`config.mk`:
```
export PLATFORM = sky130hd
export DESIGN_NAME = file_send_session_engine_core
export DESIGN_NICKNAME = d
export VERILOG_FILES = /design/src/rtl/fsse_pkg.sv /design/src/rtl/fsse_ctrl.sv /design/src/rtl/fsse_dpath.sv /design/src/rtl/file_send_session_engine_core.sv
export SDC_FILE = /design/constraint.sdc
export NUM_CORES = 1
export LEC_CHECK = 0
export BUFFER_PORTS_ARGS = -buffer_cell sky130_fd_sc_hd__buf_2
export CAP_MARGIN = 20
export CORE_MARGIN = 2
export CORE_UTILIZATION = 45
export DETAILED_ROUTE_END_ITERATION = 8
export MAX_ROUTING_LAYER = met4
export SYNTH_ARGS = -nofsm -noshare
export SYNTH_HDL_FRONTEND = slang
export SYNTH_SLANG_ARGS = --single-unit
```
`constraint.sdc`:
```
create_clock -name clk -period 11.4 [get_ports clk]
set_input_delay 3.42 -clock clk [delete_from_list [all_inputs] [get_ports clk]]
set_output_delay 3.42 -clock clk [all_outputs]
set_load 0.01 [all_outputs]
```
`src/rtl/fsse_pkg.sv`:
```
// Package: codes, constants and controller/datapath link types for the send engine.
`timescale 1ns / 1ps

package fsse_pkg;

    // chunking and progress
    localparam int CHUNK_SHIFT      = 12;
    localparam int CHUNK_BYTES      = 1 << CHUNK_SHIFT;
    localparam int CHUNKS_PER_ROUND = 64;
    localparam logic [47:0] PROGRESS_STEP = 48'd1048576;
    localparam logic [47:0] MASK48  = 48'hFFFF_FFFF_FFFF;
    localparam int CNT_W            = $clog2(CHUNKS_PER_ROUND) + 1;

    // stream word widths
    localparam int S_FIELDS_W = 48 + 32 + 3 + 2 + 2;
    localparam int S_TDATA_W  = ((S_FIELDS_W + 7) / 8) * 8;
    localparam int M_FIELDS_W = 32 + 48 + 13 + 1 + 48 + 3 + 1;
    localparam int M_TDATA_W  = ((M_FIELDS_W + 7) / 8) * 8;

    // event codes
    localparam logic [2:0] FN_START    = 3'd0;
    localparam logic [2:0] FN_ANNOUNCE = 3'd1;
    localparam logic [2:0] FN_CTRL     = 3'd2;
    localparam logic [2:0] FN_ERROR    = 3'd3;
    localparam logic [2:0] FN_TICK     = 3'd4;
    localparam logic [2:0] FN_CANCEL   = 3'd5;
    localparam logic [2:0] FN_FETCH    = 3'd6;
    localparam logic [2:0] FN_RESET    = 3'd7;

    // announcement kinds
    localparam logic [2:0] NT_SEND_PEND = 3'd1;
    localparam logic [2:0] NT_ACCEPTED  = 3'd3;
    localparam logic [2:0] NT_REJECTED  = 3'd4;
    localparam logic [2:0] NT_COMPLETE  = 3'd5;
    localparam logic [2:0] NT_CANCELLED = 3'd6;
    localparam logic [2:0] NT_CANC_DISC = 3'd7;

    // control frame kinds
    localparam logic [1:0] FK_ACCEPT = 2'd0;
    localparam logic [1:0] FK_REJECT = 2'd1;
    localparam logic [1:0] FK_CANCEL = 2'd2;

    // error kinds
    localparam logic [1:0] FT_NO_USER   = 2'd0;
    localparam logic [1:0] FT_BAD_STATE = 2'd1;

    // actions
    localparam logic [2:0] ACT_NONE      = 3'd0;
    localparam logic [2:0] ACT_INIT      = 3'd1;
    localparam logic [2:0] ACT_CHUNK     = 3'd2;
    localparam logic [2:0] ACT_COMPLETE  = 3'd3;
    localparam logic [2:0] ACT_CANCEL    = 3'd4;
    localparam logic [2:0] ACT_BUSY      = 3'd5;
    localparam logic [2:0] ACT_EMPTY     = 3'd6;
    localparam logic [2:0] ACT_NO_RECORD = 3'd7;

    // transfer phases
    localparam logic [2:0] PH_IDLE    = 3'd0;
    localparam logic [2:0] PH_AWAIT   = 3'd1;
    localparam logic [2:0] PH_PENDING = 3'd2;
    localparam logic [2:0] PH_ACTIVE  = 3'd3;
    localparam logic [2:0] PH_DONE    = 3'd4;
    localparam logic [2:0] PH_WAITC   = 3'd5;

    // controller -> datapath
    typedef struct packed {
        logic load;       // capture the input word
        logic ev_step;    // run a single-result event
        logic ch_step;    // issue one chunk request
        logic round_end;  // this chunk is the last of the round
    } fsse_cmd_t;

    // datapath -> controller
    typedef struct packed {
        logic ch_go;      // captured event is a tick with chunks to send
        logic ch_final;   // the chunk being issued reaches the file size
    } fsse_sts_t;

endpackage

```
`src/rtl/fsse_ctrl.sv`:
```
// Controller: sequences accept, event execution and chunk rounds; owns output valid.
`timescale 1ns / 1ps

module fsse_ctrl (
    input  logic              clk,
    input  logic              rst_n,
    input  logic              s_tvalid,
    output logic              s_tready,
    output logic              m_tvalid,
    input  logic              m_tready,
    input  fsse_pkg::fsse_sts_t sts,
    output fsse_pkg::fsse_cmd_t cmd
);
    import fsse_pkg::*;

    typedef enum logic [1:0] {
        S_IDLE,
        S_EXEC,
        S_CHUNK
    } state_t;

    state_t           state_reg, state_next;
    logic             m_tvalid_reg, m_tvalid_next;
    logic [CNT_W-1:0] cnt_reg, cnt_next;
    logic             out_free;
    logic             step;

    assign out_free = !m_tvalid_reg || m_tready;
    assign s_tready = (state_reg == S_IDLE);
    assign m_tvalid = m_tvalid_reg;

    always_comb
    begin
        state_next    = state_reg;
        cnt_next      = cnt_reg;
        cmd           = '0;
        cmd.round_end = (cnt_reg == CNT_W'(CHUNKS_PER_ROUND - 1));
        case (state_reg)
            S_IDLE:
            begin
                if (s_tvalid)
                begin
                    cmd.load   = 1'b1;
                    cnt_next   = '0;
                    state_next = S_EXEC;
                end
            end
            S_EXEC:
            begin
                if (out_free)
                begin
                    if (sts.ch_go)
                    begin
                        cmd.ch_step = 1'b1;
                        cnt_next    = cnt_reg + 1'b1;
                        state_next  = (cmd.round_end || sts.ch_final) ? S_IDLE : S_CHUNK;
                    end
                    else
                    begin
                        cmd.ev_step = 1'b1;
                        state_next  = S_IDLE;
                    end
                end
            end
            S_CHUNK:
            begin
                if (out_free)
                begin
                    cmd.ch_step = 1'b1;
                    cnt_next    = cnt_reg + 1'b1;
                    if (cmd.round_end || sts.ch_final)
                    begin
                        state_next = S_IDLE;
                    end
                end
            end
            default:
            begin
                state_next = S_IDLE;
            end
        endcase
        step          = cmd.ev_step || cmd.ch_step;
        m_tvalid_next = step || (m_tvalid_reg && !m_tready);
    end

    always_ff @(posedge clk or negedge rst_n)
    begin
        if (!rst_n)
        begin
            state_reg    <= S_IDLE;
            m_tvalid_reg <= 1'b0;
            cnt_reg      <= '0;
        end
        else
        begin
            state_reg    <= state_next;
            m_tvalid_reg <= m_tvalid_next;
            cnt_reg      <= cnt_next;
        end
    end

endmodule

```
`src/rtl/fsse_dpath.sv`:
```
// Datapath: transfer slot state, event decode, chunk step and output word register.
`timescale 1ns / 1ps

module fsse_dpath (
    input  logic                clk,
    input  logic                rst_n,
    input  fsse_pkg::fsse_cmd_t cmd,
    output fsse_pkg::fsse_sts_t sts,
    input  logic [2:0]          func,
    input  logic [47:0]         file_size,
    input  logic [31:0]         tid,
    input  logic [2:0]          notice_kind,
    input  logic [1:0]          frame_kind,
    input  logic [1:0]          fault_kind,
    output logic [2:0]          action,
    output logic [31:0]         out_tid,
    output logic [47:0]         chunk_offset,
    output logic [12:0]         chunk_length,
    output logic                progress_hit,
    output logic [47:0]         bytes_sent,
    output logic [2:0]          phase,
    output logic                sending,
    output logic                last
);
    import fsse_pkg::*;

    // captured input word
    logic [2:0]  func_reg;
    logic [47:0] fsize_reg;
    logic [31:0] tid_reg;
    logic [2:0]  notice_reg;
    logic [1:0]  frame_reg;
    logic [1:0]  fault_reg;

    // slot state
    logic        busy_reg, busy_next;
    logic [2:0]  phase_reg, phase_next;
    logic [31:0] held_reg, held_next;
    logic [47:0] total_reg, total_next;
    logic [47:0] sent_reg, sent_next;
    logic [47:0] mark_reg, mark_next;

    // output word
    logic [2:0]  act_reg, act_next;
    logic [31:0] otid_reg, otid_next;
    logic [47:0] off_reg, off_next;
    logic [12:0] len_reg, len_next;
    logic        hit_reg, hit_next;
    logic [47:0] bsent_reg;
    logic [2:0]  ophase_reg;
    logic        sending_reg, sending_next;
    logic        last_reg, last_next;

    // event path
    logic        match;
    logic        clr;
    logic        ev_busy;
    logic [2:0]  ev_phase;
    logic [31:0] ev_held;
    logic [47:0] ev_total, ev_sent, ev_mark;
    logic [2:0]  ev_act;
    logic [31:0] ev_tid;

    // chunk path
    logic [47:0] ch_off, ch_rem, ch_sent, ch_mark, mark_sat;
    logic        ch_full, ch_hit, ch_final;
    logic [12:0] ch_len;

    assign match = busy_reg && (held_reg == tid_reg);

    always_comb
    begin
        ev_busy  = busy_reg;
        ev_phase = phase_reg;
        ev_held  = held_reg;
        ev_total = total_reg;
        ev_sent  = sent_reg;
        ev_mark  = mark_reg;
        ev_act   = ACT_NONE;
        ev_tid   = '0;
        clr      = 1'b0;
        case (func_reg)
            FN_START:
            begin
                if (busy_reg)
                begin
                    ev_act = ACT_BUSY;
                end
                else if (fsize_reg == '0)
                begin
                    ev_act = ACT_EMPTY;
                end
                else
                begin
                    ev_busy  = 1'b1;
                    ev_phase = PH_AWAIT;
                    ev_held  = '0;
                    ev_total = fsize_reg;
                    ev_sent  = '0;
                    ev_mark  = PROGRESS_STEP;
                    ev_act   = ACT_INIT;
                end
            end
            FN_ANNOUNCE:
            begin
                case (notice_reg)
                    NT_SEND_PEND:
                    begin
                        if (busy_reg && phase_reg == PH_AWAIT)
                        begin
                            ev_held  = tid_reg;
                            ev_phase = PH_PENDING;
                        end
                    end
                    NT_ACCEPTED:
                    begin
                        if (match && phase_reg == PH_PENDING)
                        begin
                            ev_phase = PH_ACTIVE;
                        end
                    end
                    NT_REJECTED, NT_CANCELLED, NT_CANC_DISC:
                    begin
                        clr = match;
                    end
                    NT_COMPLETE:
                    begin
                        clr = match && (phase_reg == PH_WAITC);
                    end
                    default:
                    begin
                        clr = 1'b0;
                    end
                endcase
            end
            FN_CTRL:
            begin
                case (frame_reg)
                    FK_ACCEPT:
                    begin
                        if (match && phase_reg == PH_PENDING)
                        begin
                            ev_phase = PH_ACTIVE;
                        end
                    end
                    FK_REJECT, FK_CANCEL:
                    begin
                        clr = match;
                    end
                    default:
                    begin
                        clr = 1'b0;
                    end
                endcase
            end
            FN_ERROR:
            begin
                case (fault_reg)
                    FT_NO_USER:   clr = busy_reg && (phase_reg == PH_AWAIT);
                    FT_BAD_STATE: clr = busy_reg;
                    default:      clr = 1'b0;
                endcase
            end
            FN_TICK:
            begin
                // an active tick reaches here only with nothing left to send
                if (busy_reg && phase_reg == PH_DONE)
                begin
                    ev_phase = PH_WAITC;
                    ev_act   = ACT_COMPLETE;
                    ev_tid   = held_reg;
                end
                else if (busy_reg && phase_reg == PH_ACTIVE)
                begin
                    ev_phase = PH_DONE;
                end
            end
            FN_CANCEL:
            begin
                ev_tid = tid_reg;
                if (match)
                begin
                    clr    = 1'b1;
                    ev_act = ACT_CANCEL;
                end
                else
                begin
                    ev_act = ACT_NO_RECORD;
                end
            end
            FN_FETCH:
            begin
                if (busy_reg && phase_reg == PH_ACTIVE)
                begin
                    clr    = 1'b1;
                    ev_act = ACT_CANCEL;
                    ev_tid = held_reg;
                end
            end
            default:
            begin
                clr = 1'b1;
            end
        endcase
        if (clr)
        begin
            ev_busy  = 1'b0;
            ev_phase = PH_IDLE;
            ev_held  = '0;
            ev_total = '0;
            ev_sent  = '0;
            ev_mark  = '0;
        end
    end

    // one chunk: align down, clip to the remainder, advance the progress mark at most once
    always_comb
    begin
        ch_off   = {sent_reg[47:CHUNK_SHIFT], {CHUNK_SHIFT{1'b0}}};
        ch_rem   = total_reg - ch_off;
        ch_full  = (ch_rem >= 48'(CHUNK_BYTES));
        ch_len   = ch_full ? 13'(CHUNK_BYTES) : ch_rem[12:0];
        ch_sent  = ch_full ? (ch_off + 48'(CHUNK_BYTES)) : total_reg;
        ch_final = (ch_sent >= total_reg);
        ch_hit   = (ch_sent >= mark_reg);
        mark_sat = ((MASK48 - mark_reg) < PROGRESS_STEP) ? MASK48 : (mark_reg + PROGRESS_STEP);
        ch_mark  = ch_hit ? mark_sat : mark_reg;
    end

    assign sts.ch_go    = (func_reg == FN_TICK) && busy_reg && (phase_reg == PH_ACTIVE)
                          && (sent_reg < total_reg);
    assign sts.ch_final = ch_final;

    always_comb
    begin
        busy_next  = busy_reg;
        phase_next = phase_reg;
        held_next  = held_reg;
        total_next = total_reg;
        sent_next  = sent_reg;
        mark_next  = mark_reg;
        act_next   = act_reg;
        otid_next  = otid_reg;
        off_next   = off_reg;
        len_next   = len_reg;
        hit_next   = hit_reg;
        last_next  = last_reg;
        if (cmd.ch_step)
        begin
            sent_next  = ch_sent;
            mark_next  = ch_mark;
            phase_next = ch_final ? PH_DONE : phase_reg;
            act_next   = ACT_CHUNK;
            otid_next  = held_reg;
            off_next   = ch_off;
            len_next   = ch_len;
            hit_next   = ch_hit;
            last_next  = cmd.round_end || ch_final;
        end
        else if (cmd.ev_step)
        begin
            busy_next  = ev_busy;
            phase_next = ev_phase;
            held_next  = ev_held;
            total_next = ev_total;
            sent_next  = ev_sent;
            mark_next  = ev_mark;
            act_next   = ev_act;
            otid_next  = ev_tid;
            off_next   = '0;
            len_next   = '0;
            hit_next   = 1'b0;
            last_next  = 1'b1;
        end
        sending_next = busy_next && (phase_next == PH_ACTIVE || phase_next == PH_DONE);
    end

    always_ff @(posedge clk or negedge rst_n)
    begin
        if (!rst_n)
        begin
            busy_reg  <= 1'b0;
            phase_reg <= PH_IDLE;
            held_reg  <= '0;
            total_reg <= '0;
            sent_reg  <= '0;
            mark_reg  <= '0;
        end
        else
        begin
            busy_reg  <= busy_next;
            phase_reg <= phase_next;
            held_reg  <= held_next;
            total_reg <= total_next;
            sent_reg  <= sent_next;
            mark_reg  <= mark_next;
        end
    end

    always_ff @(posedge clk)
    begin
        if (cmd.load)
        begin
            func_reg   <= func;
            fsize_reg  <= file_size;
            tid_reg    <= tid;
            notice_reg <= notice_kind;
            frame_reg  <= frame_kind;
            fault_reg  <= fault_kind;
        end
        if (cmd.ev_step || cmd.ch_step)
        begin
            act_reg     <= act_next;
            otid_reg    <= otid_next;
            off_reg     <= off_next;
            len_reg     <= len_next;
            hit_reg     <= hit_next;
            bsent_reg   <= sent_next;
            ophase_reg  <= phase_next;
            sending_reg <= sending_next;
            last_reg    <= last_next;
        end
    end

    assign action       = act_reg;
    assign out_tid      = otid_reg;
    assign chunk_offset = off_reg;
    assign chunk_length = len_reg;
    assign progress_hit = hit_reg;
    assign bytes_sent   = bsent_reg;
    assign phase        = ophase_reg;
    assign sending      = sending_reg;
    assign last         = last_reg;

endmodule

```
`src/rtl/file_send_session_engine_core.sv`:
```
// Top level: single-slot chunked file send engine with stream ports.
`timescale 1ns / 1ps

// Channel   Dir  Handshake          Word contents
// s_*       in   s_tvalid/s_tready  tuser: func; tdata: file_size, tid, notice, frame, fault
// m_*       out  m_tvalid/m_tready  tuser: action; tdata: result fields; tlast: last result
//
// Flow: an input word is captured in S_IDLE and executed in S_EXEC once the
//   output register is free; a non-tick event gives one result word.
// An active-phase tick gives up to 64 chunk words, one per cycle unless the output
//   stalls, each from the datapath chunk step (48-bit align, clip, sent-count update).
// Reset: rst_n clears the slot and the controller at once; no clearing pass.
// Stalls: m_tready low holds the output word and pauses chunk issue; a new
//   input word can be taken while the last result of the previous one waits.

module file_send_session_engine_core (
    input  logic                           clk,
    input  logic                           rst_n,
    input  logic                           s_tvalid,
    output logic                           s_tready,
    // [47:0] file_size, [79:48] tid, [82:80] notice_kind, [84:83] frame_kind,
    // [86:85] fault_kind, [87] zero
    input  logic [fsse_pkg::S_TDATA_W-1:0] s_tdata,
    // [2:0] func
    input  logic [2:0]                     s_tuser,
    output logic                           m_tvalid,
    input  logic                           m_tready,
    // [31:0] out_tid, [79:32] chunk_offset, [92:80] chunk_length, [93] progress_hit,
    // [141:94] bytes_sent, [144:142] phase, [145] sending, [151:146] zero
    output logic [fsse_pkg::M_TDATA_W-1:0] m_tdata,
    // [2:0] action
    output logic [2:0]                     m_tuser,
    output logic                           m_tlast
);
    import fsse_pkg::*;

    fsse_cmd_t   cmd;
    fsse_sts_t   sts;

    logic [31:0] out_tid;
    logic [47:0] chunk_offset;
    logic [12:0] chunk_length;
    logic        progress_hit;
    logic [47:0] bytes_sent;
    logic [2:0]  phase;
    logic        sending;

    fsse_ctrl u_ctrl (
        .clk      (clk),
        .rst_n    (rst_n),
        .s_tvalid (s_tvalid),
        .s_tready (s_tready),
        .m_tvalid (m_tvalid),
        .m_tready (m_tready),
        .sts      (sts),
        .cmd      (cmd)
    );

    fsse_dpath u_dpath (
        .clk          (clk),
        .rst_n        (rst_n),
        .cmd          (cmd),
        .sts          (sts),
        .func         (s_tuser),
        .file_size    (s_tdata[47:0]),
        .tid          (s_tdata[79:48]),
        .notice_kind  (s_tdata[82:80]),
        .frame_kind   (s_tdata[84:83]),
        .fault_kind   (s_tdata[86:85]),
        .action       (m_tuser),
        .out_tid      (out_tid),
        .chunk_offset (chunk_offset),
        .chunk_length (chunk_length),
        .progress_hit (progress_hit),
        .bytes_sent   (bytes_sent),
        .phase        (phase),
        .sending      (sending),
        .last         (m_tlast)
    );

    assign m_tdata = {{(M_TDATA_W - M_FIELDS_W){1'b0}}, sending, phase, bytes_sent,
                      progress_hit, chunk_length, chunk_offset, out_tid};

endmodule

```
==> reports/summary.txt <==
OUTCOME
-----------------------------------------------------------------------------------------------
Run status ....................................................................... finished, final reports clean

STA
-----------------------------------------------------------------------------------------------
Final clock period utilization by the worst path .................................        76.8%
Final setup violation count ......................................................            0
Relative slew slack ..............................................................        33.4%
Setup repair after global routing missed its margin ..............................           no
Number of pins with negative max-slew slack in the final report ..................            0
Transition at the pin with the smallest max-transition slack .....................     0.997 ns
Least setup slack across all paths after layout ..................................      2.64 ns
Hold violation total from the final report .......................................            0
Highest attainable clock frequency ...............................................    0.114 GHz
Final Critical Period ............................................................      8.76 ns
Worst Skew .......................................................................    0.0265 ns
Setup Total Neg Slack ............................................................         0 ns

PLACE
-----------------------------------------------------------------------------------------------
Placed Cells .....................................................................         3048
Count of input and output buffers ................................................          233
Placement-stage worst setup slack ................................................      2.90 ns
Placed inst area .................................................................   0.0245 mm2
Estimated wirelength of the detail-placed design .................................     49100 um
Placer's final routability congestion estimate ...................................        0.918

SYNTHESIS
-----------------------------------------------------------------------------------------------
Share of the yosys chip area belonging to registers ..............................        48.7%
Distinct cells, synth ............................................................           91
Mapped Cells .....................................................................         2231
EDFF count, synth ................................................................          228
Main flop type after synthesis ................................................... sky130_fd_sc_hd__edfxtp_1
Summed instance area of the synthesized netlist ..................................   0.0228 mm2
Count of state elements after synthesis ..........................................          399
Proportion of synthesized flip-flops having asynchronous set or reset ............        42.9%
Synth Warn # .....................................................................            0
Synthesized area per cell ........................................................     10.2 um2

GLOBAL ROUTING
-----------------------------------------------------------------------------------------------
Aggregate global-route resource usage ............................................        25.7%
Global-route wire length before repair ...........................................    103000 um
Initial antenna violation count ..................................................            7
Leftover overflow at the end of global routing ...................................            0
Largest net degree at the start of global routing ................................           72
Number of global-route vias before repair ........................................        17570

CELLS AND AREA
-----------------------------------------------------------------------------------------------
Number of nets in the finished design ............................................         2692
Final Non-Filler Cells ...........................................................         3136
Share of cells above drive strength 1 ............................................        15.3%
Most common cell after layout, fill and taps aside ............................... sky130_fd_sc_hd__buf_2
# fillers ........................................................................         4561
Final standard cell area without fillers .........................................   0.0260 mm2
Area Overhead vs Synth ...........................................................        14.0%
Most used cells in the layout excluding fill and tap cells ....................... sky130_fd_sc_hd__buf_2 (232), sky130_fd_sc_hd__edfxtp_1 (228), sky130_fd_sc_hd__nand2_1 (218)

POWER AND IR DROP
-----------------------------------------------------------------------------------------------
Sum of internal, switching and leakage power .....................................      6.14 mW
Total power per unit cell area ...................................................   236 mW/mm2
Leakage power total ..............................................................      11.4 nW
Worst-case vdd ir drop ...........................................................     0.152 mV

DIE
-----------------------------------------------------------------------------------------------
Die Area .........................................................................   0.0525 mm2
Initial Utilization ..............................................................        45.6%
Ports ............................................................................          253
Number of rows in the core area ..................................................           82
Die Height .......................................................................       229 um
Horizontal extent of the die .....................................................       229 um
Area inside the core boundary ....................................................   0.0501 mm2

SETUP PATH
-----------------------------------------------------------------------------------------------
Arrival time at the worst endpoint ...............................................      9.21 ns
Launching element type of the critical path ......................................         flop
Critical path required time ......................................................     11.85 ns
Type of destination of the critical path .........................................         flop
Critical Path Fanout Max .........................................................           37
Type of the setup path with the least slack ...................................... flop to flop

DRT
-----------------------------------------------------------------------------------------------
Via/cell ratio ...................................................................         5.73
Antenna violation net count after detailed routing ...............................            0
Detailed-routing iteration count for the pre-antenna-repair pass .................            7
Iter 0 DRT Violations ............................................................         1478
Number of vias in the routed layout ..............................................        17958
DRC Markers ......................................................................            0
Avg WL per Cell ..................................................................      21.1 um
Total Wirelength .................................................................     66100 um

CLOCK NETWORK
-----------------------------------------------------------------------------------------------
# clock sinks ....................................................................          399
Number of levels in the clock H-tree .............................................            2
Clock latency on the worst-skew pair .............................................      0.60 ns
Post-CTS setup buffer count ......................................................            0
CTS tree .........................................................................         done
Worst-case clock buffer depth ....................................................            3
CTS resizes ......................................................................            0
Num CTS Buffers ..................................................................           44
Hold_buf cts .....................................................................            0
Clock input transition at the sequential cells of the worst setup and hold paths .      0.06 ns
Root buffer cell ................................................................. sky130_fd_sc_hd__clkbuf_16

RUN
-----------------------------------------------------------------------------------------------
# Max-Cap Violations .............................................................            0

HOLD PATH
-----------------------------------------------------------------------------------------------
Class of the tightest hold or removal check ...................................... flop to flop

-- per-stage QoR --
stage               hold slack, ns  util [%]
floorplan                    0.456         -
global placement             0.474      49.0
detailed placement           0.481      49.0
CTS                          0.494      51.9
global route                 0.525      52.0
finish                       0.500      52.0
-- synth_stat cells (15+ instances only) --
library cell	number	share of area, %
sky130_fd_sc_hd__xnor2_1	66	2.5
sky130_fd_sc_hd__and2_1	20	0.55
sky130_fd_sc_hd__nand4_1	53	1.5
sky130_fd_sc_hd__o211ai_1	17	0.56
sky130_fd_sc_hd__dfrtp_1	171	19
sky130_fd_sc_hd__o21a_1	17	0.56
sky130_fd_sc_hd__nand2_1	218	3.6
sky130_fd_sc_hd__nor3_1	45	0.99
sky130_fd_sc_hd__nor4_1	31	0.85
sky130_fd_sc_hd__ha_1	174	9.5
sky130_fd_sc_hd__mux2i_1	20	0.88
sky130_fd_sc_hd__a211oi_1	15	0.49
sky130_fd_sc_hd__a21oi_1	107	2.3
sky130_fd_sc_hd__clkbuf_1	79	1.3
sky130_fd_sc_hd__buf_4	23	0.76
sky130_fd_sc_hd__nor2b_1	18	0.49
sky130_fd_sc_hd__nand3_1	135	3.0
sky130_fd_sc_hd__o21ai_0	140	3.1
sky130_fd_sc_hd__nand2b_1	15	0.41
sky130_fd_sc_hd__a21o_1	75	2.5
sky130_fd_sc_hd__a22o_1	37	1.4
sky130_fd_sc_hd__nor2_1	125	2.1
sky130_fd_sc_hd__and3_1	22	0.60
sky130_fd_sc_hd__a31oi_1	24	0.66
sky130_fd_sc_hd__inv_1	134	2.2
sky130_fd_sc_hd__edfxtp_1	228	30
-- critical path, cell delays in order, from the launching register on --
cell                       delay [ns]
sky130_fd_sc_hd__dfrtp_1         0.47
sky130_fd_sc_hd__inv_1           0.12
sky130_fd_sc_hd__ha_1            0.60
sky130_fd_sc_hd__nand2_2         0.17
sky130_fd_sc_hd__or4_4           0.58
sky130_fd_sc_hd__o21ai_0         0.55
sky130_fd_sc_hd__o41ai_2         0.21
sky130_fd_sc_hd__mux2i_1         0.17
sky130_fd_sc_hd__or3b_2          0.48
sky130_fd_sc_hd__nor4_1          0.38
sky130_fd_sc_hd__and4_4          0.34
sky130_fd_sc_hd__nand2_4         0.34
sky130_fd_sc_hd__mux2_2          0.49
sky130_fd_sc_hd__ha_1            0.31
sky130_fd_sc_hd__a21o_1          0.19
sky130_fd_sc_hd__a21o_1          0.17
sky130_fd_sc_hd__a21oi_1         0.19
sky130_fd_sc_hd__nor2_1          0.06
sky130_fd_sc_hd__a211oi_1        0.36
sky130_fd_sc_hd__nor3_1          0.08
sky130_fd_sc_hd__o311ai_0        0.75
sky130_fd_sc_hd__o211ai_1        0.33
sky130_fd_sc_hd__a31oi_4         0.36
sky130_fd_sc_hd__o221ai_1        0.26
sky130_fd_sc_hd__or3_1           0.43
sky130_fd_sc_hd__a21boi_1        0.12
-- power by group --
group	switching (mW)	internal, mW
Clock	0.607	0.873
Sequential	0.241	1.98
Combinational	1.59	0.839
-- final timing paths --
path,start,cells after the start,to,slack (ns)
worst max-delay path,u_dpath.sent_reg[18],25,u_dpath.sending,2.64
worst min-delay path,u_dpath.mark_reg[30],1,u_dpath.mark_reg[30],0.50
worst max register to register,u_dpath.sent_reg[18],25,u_dpath.sending,2.64
worst min register to register,u_dpath.mark_reg[30],1,u_dpath.mark_reg[30],0.50
max in group asynchronous,rst_n,2,u_dpath.total_reg[18],7.15
min in group asynchronous,rst_n,1,u_dpath.mark_reg[39],2.83
-- kinds of logic (layout without fill, tap and decap cells) --
logic type | after synthesis | after routing | share of synthesized area, %
xor+xnor | 75 | 75 | 2.88
mux | 38 | 38 | 1.95
flops | 399 | 399 | 48.7
buf+inv | 259 | 469 | 4.81
other cells | 1 | 24 | 0.0164
compound gates | 539 | 539 | 15.9
fa+ha+maj | 175 | 175 | 9.63
simple gates | 745 | 745 | 16.1
-- metal layers --
layer / routed length (um) / track usage (%)
met1: 28800 / 33.7
met2: 31600 / 41.3
met3: 4580 / 5.10
met4: 1140 / 5.82
met5: 0 / -
-- area by class of cell --
cell class | instances | area (um2) | share of cell area [%]
flip-flops and latches | 399 | 11100 | 42.8
well taps | 672 | 841 | 3.23
multi-input cells | 1590 | 10700 | 41.2
clock inverters | 23 | 322 | 1.24
repair buffers | 253 | 1320 | 5.08
clock buffers | 59 | 1180 | 4.52
diodes | 6 | 15.0 | 0.0577
inverters | 134 | 503 | 1.93
Power figures use the tool's default switching activity.
